$ cat src/design/irpwd_pkg.sv
package irpwd_pkg;

  // default sizes
  localparam int DEF_CODE_BITS  = 12;
  localparam int DEF_WIDTH_BITS = 16;

  // bound register reset values, in prescaled clock units
  localparam int RST_START_MIN = 2250;
  localparam int RST_START_MAX = 2750;
  localparam int RST_ONE_MIN   = 1000;
  localparam int RST_ONE_MAX   = 1400;
  localparam int RST_BIT_MIN   = 300;

  // configuration register indexes
  localparam int CFG_IDX_BITS = 3;
  typedef logic [CFG_IDX_BITS-1:0] cfg_idx_t;
  localparam cfg_idx_t REG_START_MIN = 3'd0;
  localparam cfg_idx_t REG_START_MAX = 3'd1;
  localparam cfg_idx_t REG_ONE_MIN   = 3'd2;
  localparam cfg_idx_t REG_ONE_MAX   = 3'd3;
  localparam cfg_idx_t REG_BIT_MIN   = 3'd4;

  // verdict on one pulse width
  typedef struct packed {
    logic start_ok;  // inside the start window
    logic one_bit;   // strictly inside the one window
    logic bad;       // data pulse too narrow or too wide
  } pulse_class_t;

endpackage

$ cat src/design/irpwd_classify.sv
module irpwd_classify import irpwd_pkg::*; #(
  parameter int WIDTH_BITS = DEF_WIDTH_BITS
) (
  input  logic [WIDTH_BITS-1:0] width,
  input  logic [WIDTH_BITS-1:0] start_min,
  input  logic [WIDTH_BITS-1:0] start_max,
  input  logic [WIDTH_BITS-1:0] one_min,
  input  logic [WIDTH_BITS-1:0] one_max,
  input  logic [WIDTH_BITS-1:0] bit_min,
  output pulse_class_t          verdict
);

  always_comb begin
    verdict.start_ok = (width >= start_min) && (width <= start_max);
    verdict.one_bit  = (width > one_min) && (width < one_max);
    // one-bit window wins over the error test when ranges overlap
    verdict.bad      = !verdict.one_bit && ((width < bit_min) || (width > one_max));
  end

endmodule

$ cat src/design/ir_pulse_width_decoder.sv
// ir pulse-width decoder for 12-bit sirc-style frames. each input word is the
// measured width of one low pulse. while hunting, a pulse inside the start
// window (start_min..start_max, inclusive) opens a frame; the next CODE_BITS
// pulses are data bits, lsb first: a width strictly between one_min and
// one_max is a one, a width below bit_min or above one_max aborts the frame
// with a result word of code_word 0 and frame_error 1, anything else is a
// zero. after the last bit one result word carries the code with frame_error
// 0. start pulses and data bits that do not finish a frame give no result.
// throughput is one pulse word per clock unless a held result stalls it; a
// word is captured in the input register, classified and folded into the
// frame state by one compare stage, and any result lands in the output
// register when the word moves on. while a result word waits in the
// output register with out_ready low the input register holds, so in_ready
// drops once it is full. bound registers are written through the cfg port
// and must only change while no word is in flight.
module ir_pulse_width_decoder import irpwd_pkg::*; #(
  parameter int CODE_BITS  = DEF_CODE_BITS,
  parameter int WIDTH_BITS = DEF_WIDTH_BITS
) (
  input  logic                  clk,
  input  logic                  rst,
  // configuration write port
  input  logic                  cfg_write,
  input  cfg_idx_t              cfg_index,
  input  logic [WIDTH_BITS-1:0] cfg_data,
  // pulse width words
  input  logic                  in_valid,
  output logic                  in_ready,
  input  logic [WIDTH_BITS-1:0] pulse_width,
  // decoded frame words
  output logic                  out_valid,
  input  logic                  out_ready,
  output logic [CODE_BITS-1:0]  code_word,
  output logic                  frame_error
);

  localparam int IDX_BITS = (CODE_BITS > 1) ? $clog2(CODE_BITS) : 1;
  localparam logic [IDX_BITS-1:0] LAST_BIT = IDX_BITS'(CODE_BITS - 1);

  // bound registers
  logic [WIDTH_BITS-1:0] start_min;
  logic [WIDTH_BITS-1:0] start_max;
  logic [WIDTH_BITS-1:0] one_min;
  logic [WIDTH_BITS-1:0] one_max;
  logic [WIDTH_BITS-1:0] bit_min;

  // input stage
  logic                  in_full;
  logic [WIDTH_BITS-1:0] in_width;

  // frame state
  logic                  receiving;
  logic                  receiving_next;
  logic [IDX_BITS-1:0]   bit_index;
  logic [IDX_BITS-1:0]   bit_index_next;
  logic [CODE_BITS-1:0]  shift_code;
  logic [CODE_BITS-1:0]  shift_code_next;

  // result for the word in the input stage
  logic                  emit;
  logic [CODE_BITS-1:0]  emit_code;
  logic                  emit_error;

  logic                  advance;
  pulse_class_t          verdict;

  // cfg writes; indexes past the list fall through
  always_ff @(posedge clk) begin
    if (rst) begin
      start_min <= WIDTH_BITS'(RST_START_MIN);
      start_max <= WIDTH_BITS'(RST_START_MAX);
      one_min   <= WIDTH_BITS'(RST_ONE_MIN);
      one_max   <= WIDTH_BITS'(RST_ONE_MAX);
      bit_min   <= WIDTH_BITS'(RST_BIT_MIN);
    end else if (cfg_write) begin
      unique case (cfg_index)
        REG_START_MIN: start_min <= cfg_data;
        REG_START_MAX: start_max <= cfg_data;
        REG_ONE_MIN:   one_min   <= cfg_data;
        REG_ONE_MAX:   one_max   <= cfg_data;
        REG_BIT_MIN:   bit_min   <= cfg_data;
        default: ;
      endcase
    end
  end

  // the input word moves on unless a result word is held with out_ready low
  assign advance  = in_full && (!out_valid || out_ready);
  assign in_ready = !in_full || advance;

  always_ff @(posedge clk) begin
    if (rst) begin
      in_full <= 1'b0;
    end else if (in_ready) begin
      in_full <= in_valid;
    end
    if (in_valid && in_ready) begin
      in_width <= pulse_width;
    end
  end

  irpwd_classify #(
    .WIDTH_BITS(WIDTH_BITS)
  ) u_classify (
    .width     (in_width),
    .start_min (start_min),
    .start_max (start_max),
    .one_min   (one_min),
    .one_max   (one_max),
    .bit_min   (bit_min),
    .verdict   (verdict)
  );

  // frame step for the word in the input stage
  always_comb begin
    receiving_next  = receiving;
    bit_index_next  = bit_index;
    shift_code_next = shift_code;
    emit            = 1'b0;
    emit_code       = '0;
    emit_error      = 1'b0;
    if (!receiving) begin
      // hunting: only a good start pulse opens a frame
      if (verdict.start_ok) begin
        receiving_next  = 1'b1;
        bit_index_next  = '0;
        shift_code_next = '0;
      end
    end else if (verdict.bad) begin
      // abort, report the error and go back to hunting
      receiving_next  = 1'b0;
      bit_index_next  = '0;
      shift_code_next = '0;
      emit            = 1'b1;
      emit_error      = 1'b1;
    end else begin
      if (verdict.one_bit) begin
        shift_code_next[bit_index] = 1'b1;
      end
      if (bit_index == LAST_BIT) begin
        // last data bit: hand out the code
        emit            = 1'b1;
        emit_code       = shift_code_next;
        receiving_next  = 1'b0;
        bit_index_next  = '0;
        shift_code_next = '0;
      end else begin
        bit_index_next = bit_index + IDX_BITS'(1);
      end
    end
  end

  always_ff @(posedge clk) begin
    if (rst) begin
      receiving  <= 1'b0;
      bit_index  <= '0;
      shift_code <= '0;
    end else if (advance) begin
      receiving  <= receiving_next;
      bit_index  <= bit_index_next;
      shift_code <= shift_code_next;
    end
  end

  // output register
  always_ff @(posedge clk) begin
    if (rst) begin
      out_valid <= 1'b0;
    end else begin
      if (out_valid && out_ready) begin
        out_valid <= 1'b0;
      end
      if (advance && emit) begin
        out_valid <= 1'b1;
      end
    end
    if (advance && emit) begin
      code_word   <= emit_code;
      frame_error <= emit_error;
    end
  end

endmodule
$ cat config.mk
export PLATFORM = sky130hd
export DESIGN_NAME = ir_pulse_width_decoder
export DESIGN_NICKNAME = d
export VERILOG_FILES = /design/src/design/irpwd_pkg.sv /design/src/design/irpwd_classify.sv /design/src/design/ir_pulse_width_decoder.sv
export SDC_FILE = /design/constraint.sdc
export NUM_CORES = 1
export LEC_CHECK = 0
export BUFFER_PORTS_ARGS = -buffer_cell sky130_fd_sc_hd__buf_2
export CORE_ASPECT_RATIO = 0.8
export CORE_MARGIN = 5
export CORE_UTILIZATION = 50
export CTS_CLUSTER_DIAMETER = 100
export CTS_CLUSTER_SIZE = 30
export DETAILED_ROUTE_END_ITERATION = 8
export PLACE_DENSITY = 0.69
export SLEW_MARGIN = 15
export SYNTH_ARGS = -nofsm -noshare
export SYNTH_HDL_FRONTEND = slang
export SYNTH_SLANG_ARGS = --single-unit
$ cat constraint.sdc
create_clock -name clk -period 4.1 [get_ports clk]
set_input_delay 0.82 -clock clk [delete_from_list [all_inputs] [get_ports clk]]
set_output_delay 0.82 -clock clk [all_outputs]
set_load 0.03 [all_outputs]
==> results of run 1 <==
sequential cells by signal, indices dropped and copies added, names as in the netlist:
name and count:
bit_min 16, frame_error 1, one_max 16, code_word 12
one_min 16, receiving 1, start_min 16, in_width 16
start_max 16, in_full 1, bit_index 4, shift_code 12
out_valid 1
metal layers:
layer	up-vias	global-route usage
met5	-	0
met2	162	0.360
li1	2675	-
met4	0	0.0691
met3	25	0.0684
met1	2589	0.304
area by class of cell:
| cell class | instances | share of cell area |
|---|---|---|
| Tap cell | 175 | 0.0287 |
| Clock inverter | 9 | 0.0139 |
| Inverter | 85 | 0.0418 |
| Multi-Input combinational cell | 507 | 0.440 |
| Timing Repair Buffer | 60 | 0.0413 |
| Clock buffer | 23 | 0.0614 |
| Sequential cell | 128 | 0.373 |
per-stage QoR:
stage | instances | area, µm² | hold slack, ps
2_1_floorplan | 745 | 6620 | 428
3_3_place_gp | 955 | 7060 | 443
3_5_place_dp | 955 | 7060 | 443
4_1_cts | 987 | 7630 | 454
5_1_grt | 987 | 7640 | 478
6_report | 987 | 7640 | 453
power breakdown:
| group | switching, mW | internal, mW | leakage (nW) |
|---|---|---|---|
| combinational | 0.197 | 0.126 | 1.87 |
| clock | 0.551 | 0.930 | 0.281 |
| sequential | 0.0327 | 1.33 | 1.08 |
| total | 0.781 | 2.38 | 3.24 |
cell usage after synthesis (8+ instances only):
library cell / instances / area (µm²)
nand3_1: 12 / 60.1
clkbuf_1: 22 / 82.6
a21o_1: 8 / 60.1
a211o_1: 22 / 193
nand4_1: 15 / 93.8
dfxtp_1: 99 / 1980
inv_1: 85 / 319
edfxtp_1: 29 / 871
ha_1: 83 / 1040
a21oi_1: 93 / 465
nor2_1: 29 / 109
and2_1: 12 / 75.1
nand2_1: 141 / 529
nor2_2: 9 / 56.3
nand3b_1: 12 / 90.1
worst max-delay path by stage:
stage	startpoint	to	slack, ps	cells after the start
detailed placement	in_width[1]	code_word[5]	1130	9
global placement	in_width[7]	code_word[1]	1260	8
floorplan	in_width[1]	code_word[0]	1290	8
global route	in_width[1]	code_word[5]	810	9
CTS	in_width[11]	code_word[5]	1110	8
finish	in_width[1]	code_word[5]	1060	9
kinds of logic after synthesis:
logic type / after synthesis
compound gates: 162
flops: 128
simple gates: 261
xor+xnor: 1
fa+ha+maj: 83
buf+inv: 110
cell usage in the layout (no fill, tap or decap), drive strengths merged, types with 12 or more instances in the layout:
master	synthesis	final
clkbuf	22	23
ha	83	83
edfxtp	29	29
a211o	22	22
inv	85	86
nand3	12	12
nand3b	12	12
dfxtp	99	99
nand2	141	141
nand4	16	16
and2	12	12
nor2	38	38
buf	3	60
a21oi	94	94
worst reg2reg max path, stage by stage, from the launching register on:
cell and delay [ps]:
edfxtp_1 480, ha_1 360, nor2b_1 150, o211ai_1 110
a2111oi_0 440, a211oi_1 130, a211o_1 320, a21oi_1 440
and2b_1 330, and2_1 170
==> results.py, run 1 <==
metrics = {
    "sta": {
        "tns_ps": 0,
        "min_period_ps": 3040,
        "min_period_over_period": 0.743,
        "slew_viol_final": 0,
        "fin_skew_ps": 11.5,
        "rsz0062_at_grt": "no",
        "hold_viol": 0,
        "fmax_ghz": 0.328,
        "slew-limit-headroom": 0.408,
        "fin_ws_ps": 1060,
        "setup_viol": 0,
        "tightestPinTransition_ps": 886,
    },
    "critical_path": {
        "slowest_delay_ps": 480,
        "startpoint_type": "register",
        "endpoint_kind": "register",
        "slowest_stage": "edfxtp_1",
        "reg2reg_slack_ps": 1060,
        "rr_startpoint": "in_width[1]",
        "path_cells": "ha_1, nor2b_1, o211ai_1, a2111oi_0, a211oi_1, a211o_1, a21oi_1, and2b_1, and2_1",
        "r2r-end": "code_word[5]",
        "crit_family": "compound AO/OA/AOI/OAI gates",
        "reg2regPathDepth": 9,
        "crit_type": "reg2reg",
        "cp.required_ps": 4380,
        "arrival_ps": 3320,
        "crit_buf_inv": 0,
        "path_max_fanout": 9,
    },
    "placement": {
        "gp_congestion": 0.940,
        "io_buffers": 54,
        "post-place-ws_ps": 1130,
        "post-dp-hpwl_mm": 12.7,
    },
    "global_route": {
        "grt_pass1_wl_mm": 28.2,
        "grt_max_degree": 45,
        "grt_use_total": 0.228,
        "grt_pass1_vias": 5417,
        "globalRouteOverflowTotal": 0,
        "grt_antenna_before_repair": 0,
    },
    "hold_path": {
        "min_to": "shift_code[2]",
        "hold_depth": 2,
        "min_from": "shift_code[2]",
        "hp-class": "reg2reg",
    },
    "finish": {
        "final_util": 0.592,
        "layout-drive-gt1-share": 0.137,
        "multi_input_area_um2": 3360,
        "syn_to_final_growth_pct": 15.4,
        "final_nets": 922,
        "n_antenna_cell": 0,
        "final.fill_count": 1106,
        "seq_area_um2": 2850,
    },
    "floorplan": {
        "coreArea_um2": 12900,
        "die_h_um": 113,
        "die-area_um2": 15700,
        "die_width_um": 139,
        "num_rows": 37,
        "io_pins": 55,
        "initial_core_util": 0.513,
    },
    "pwr": {
        "fin_total_pwr_mw": 3.16,
        "peakVddDrop_v": 0.000309,
        "power_leakage_nw": 3.24,
        "p_per_area_nw_per_um2": 414,
    },
    "synthesis": {
        "ys_seq_elements": 128,
        "synth_area_um2": 6620,
        "synth-edff-count": 29,
        "synth_top_family_by_area": "simple AND/OR/NAND/NOR gates",
        "synth_mux_area_frac": 0,
        "synth_xor_area_frac": 0.00132,
        "synthArstFlopShare": 0,
        "synth.distinct_cells": 52,
        "synthCells": 745,
        "synth-simple-area-share": 0.186,
        "synth_fa_ha_area_frac": 0.157,
        "ys_seq_area_frac": 0.431,
        "synth_ff_type": "dfxtp_1",
        "syn_area_per_cell_um2": 8.89,
        "synth_compound_area_frac": 0.162,
        "ys_warn_count": 0,
        "syn_nets": 868,
    },
    "clock_tree": {
        "cts_tree": "done",
        "cts-root-buf": "clkbuf_16",
        "clk_path_buf_depth": 2,
        "cts.sinks": 128,
        "clk_latency_ps": 420,
        "cts_buffers": 17,
        "post_cts_buffers": 0,
        "cts.clk_slew.worst_paths_ps": 60,
        "hold_buffers": 0,
        "cts_resized": 0,
        "cts.htree.levels": 4,
    },
    "route": {
        "viasPerCell": 5.52,
        "met3_length_mm": 1.22,
        "drt_iter0_markers": 373,
        "met2_length_mm": 8.04,
        "finalWirelength_mm": 17.5,
        "routedWlPerCell_um": 17.8,
        "wl_met1_mm": 8.03,
        "vias": 5451,
        "highest_layer": "met4",
        "drtAntennaViolNets": 0,
        "drcViolationCount": 0,
        "dr.pass1.iters": 5,
    },
    "outcome": {
        "status": "completed",
    },
    "flow_run": {
        "drv_cap": 0,
    },
}
No activity file was read; power rests on OpenSTA's default activity.
==> inputs of run 2 (changes only) <==
--- a/config.mk
+++ b/config.mk
@@ -12,7 +12,7 @@
 export CTS_CLUSTER_DIAMETER = 100
 export CTS_CLUSTER_SIZE = 30
 export DETAILED_ROUTE_END_ITERATION = 8
-export PLACE_DENSITY = 0.69
+export PLACE_DENSITY = 0.71
 export SLEW_MARGIN = 15
 export SYNTH_ARGS = -nofsm -noshare
 export SYNTH_HDL_FRONTEND = slang
==> constraint.sdc (replaced) <==
create_clock -name clk -period 2.7 [get_ports clk]
set_input_delay 0.54 -clock clk [delete_from_list [all_inputs] [get_ports clk]]
set_output_delay 0.54 -clock clk [all_outputs]
set_load 0.03 [all_outputs]
==> run 2 against run 1 <==
Compared with the run above: hold slack got worse by 160 ps; wire length rose by 9.9%; setup slack worse by 1200 ps; cell count up 6.5%; sequential cell count stayed put; first-iteration DRC count is 36% higher; register-to-register slack got worse by 1200 ps; power rose by 60%; critical path depth rose by 3; core utilization rose by 7.2 points; the flow now finishes with violations (setup timing); via count rose by 8.7%.
==> results.py, run 2 (synthesized netlist as in run 1, its figures left out) <==
metrics = {
    "outcome": {
        "status": "finished, violations left",
        "violations": "setup timing",
    },
    "route": {
        "viasPerCell": 5.64,
        "dr.pass1.iters": 5,
        "vias": 5927,
        "drt_iter0_markers": 507,
        "routedWlPerCell_um": 18.3,
        "drcViolationCount": 0,
        "drtAntennaViolNets": 0,
        "finalWirelength_mm": 19.3,
    },
    "critical_path": {
        "slowest_delay_ps": 500,
        "reg2reg_slack_ps": -100,
        "cp.required_ps": 3050,
        "crit_path_frequent_cell": "buf_6",
        "arrival_ps": 3150,
        "startpoint_type": "register",
        "slowest_stage": "edfxtp_1",
        "path_max_fanout": 7,
        "path_cells": "buf_6, ha_4, nand4_1, buf_6, a2111oi_4, a211oi_2, a211o_1, buf_6, a211oi_2, buf_4, a21oi_4, nor2b_1",
        "r2r-end": "shift_code[11]",
        "startpoint": "in_width[8]",
        "reg2regPathDepth": 12,
        "rr_startpoint": "in_width[8]",
        "crit_end": "shift_code[11]",
        "crit_type": "reg2reg",
        "endpoint_kind": "register",
    },
    "placement": {
        "gp_congestion": 0.927,
        "dpl-instance-area_um2": 7320,
        "post-dp-hpwl_mm": 12.9,
        "io_buffers": 54,
    },
    "clock_tree": {
        "cts.sinks": 128,
        "cts.htree.levels": 4,
        "cts_buffers": 17,
        "cts-root-buf": "clkbuf_16",
        "cts_tree": "done",
        "clk_path_buf_depth": 2,
        "hold_buffers": 0,
        "clk_latency_ps": 420,
        "cts.clk_slew.worst_paths_ps": 60,
    },
    "sta": {
        "slew_viol_final": 0,
        "rsz0062_at_grt": "yes",
        "fmax_ghz": 0.358,
        "hold_viol": 0,
        "setup_viol": 14,
        "min_period_over_period": 1.04,
        "tns_ps": -878,
        "fin_ws_ps": -95.0,
        "slew-limit-headroom": 0.575,
        "timing.hold.ws_ps": 295,
        "tightestPinTransition_ps": 636,
        "min_period_ps": 2800,
        "fin_skew_ps": 7.53,
    },
    "floorplan": {
        "num_rows": 37,
        "io_pins": 55,
        "initial_core_util": 0.513,
        "die_h_um": 113,
        "die-area_um2": 15700,
        "die_width_um": 139,
        "coreArea_um2": 12900,
    },
    "pwr": {
        "peakVddDrop_v": 0.000514,
        "power_leakage_nw": 3.62,
        "p_per_area_nw_per_um2": 590,
    },
    "hold_path": {
        "hp-class": "in2reg",
    },
    "global_route": {
        "globalRouteOverflowTotal": 0,
        "grt_pass1_vias": 5918,
        "grt_use_total": 0.236,
        "grt_pass1_wl_mm": 29.6,
        "grt_max_degree": 53,
        "grt_antenna_before_repair": 0,
    },
    "flow_run": {
        "drv_cap": 0,
    },
    "finish": {
        "layout-drive-gt1-share": 0.258,
        "n_antenna_cell": 0,
        "mostFrequentLayoutCells": "140 x nand2_1, 99 x dfxtp_1, 85 x a21oi_1",
        "final_common_cell": "nand2_1",
        "final_design_area_no_fill_um2": 8580,
        "final.fill_count": 979,
        "final_nets": 986,
        "syn_to_final_growth_pct": 29.5,
    },
}
-- run 2: cell types whose count changed in the layout (fill, tap and decap cells not counted), sizes merged --
cell,delta
clkbuf,-2
inv,-1
bufinv,+1
and2b,+1
buf,+62
clkinv,+2
a21oi,+1
-- run 2: timing repair --
action,4_1_cts,5_1_grt
endpoints found under the setup margin,43,34
gates resized for setup,28,52
gates cloned,2,0
setup buffers,17,11
pin swaps,8,29
-- run 2: through the flow --
step                worst slack [ps]   util  cells  power [mW]
floorplan                        191      -    745        2.41
global placement                -187  0.567    990        2.61
detailed placement              -215  0.567    990        2.64
CTS                             1.23  0.637   1040        4.98
global route                    -181  0.664   1051        5.22
finish                         -95.0  0.664   1051        5.06
-- run 2: cell type report --
class | count | area [µm²] | share of cell area
Clock buffer | 21 | 450 | 0.0525
Clock inverter | 11 | 140 | 0.0163
Inverter | 85 | 322 | 0.0375
Multi-Input combinational cell | 509 | 3770 | 0.440
Sequential cell | 128 | 2850 | 0.333
Tap cell | 175 | 219 | 0.0255
Timing Repair Buffer | 122 | 818 | 0.0954
-- run 2: power breakdown --
group,internal [mW],switching [mW],total (mW)
registers,2.01,0.0408,2.05
clock network,1.47,0.833,2.30
logic,0.315,0.388,0.703
-- run 2: worst min-delay path by stage --
| stage | slack (ps) | endpoint | start | depth (start not counted) |
|---|---|---|---|---|
| global placement | 440 | shift_code[2] | shift_code[2] | 2 |
| floorplan | 430 | shift_code[7] | shift_code[7] | 2 |
| finish | 290 | in_width[9] | pulse_width[9] | 1 |
| CTS | 290 | in_width[2] | pulse_width[2] | 1 |
| detailed placement | 450 | one_max[15] | one_max[15] | 2 |
| global route | 290 | in_width[2] | pulse_width[2] | 1 |
-- run 2: routing by layer --
layer  global-route usage  vias up  routed length [µm]
li1                     -     2799                   -
met1                0.299     2865                8230
met2                0.391      224                9170
met3               0.0634       39                1440
met4               0.0867        0                 420
met5                    0        -                   0
-- run 2: critical path, delay by kind of cell, from the launching register on --
kind            cells  cell delay (ps)
flops               1              500
fa+ha+maj           1              250
simple gates        2              230
compound gates      5             1090
buf+inv             4              660
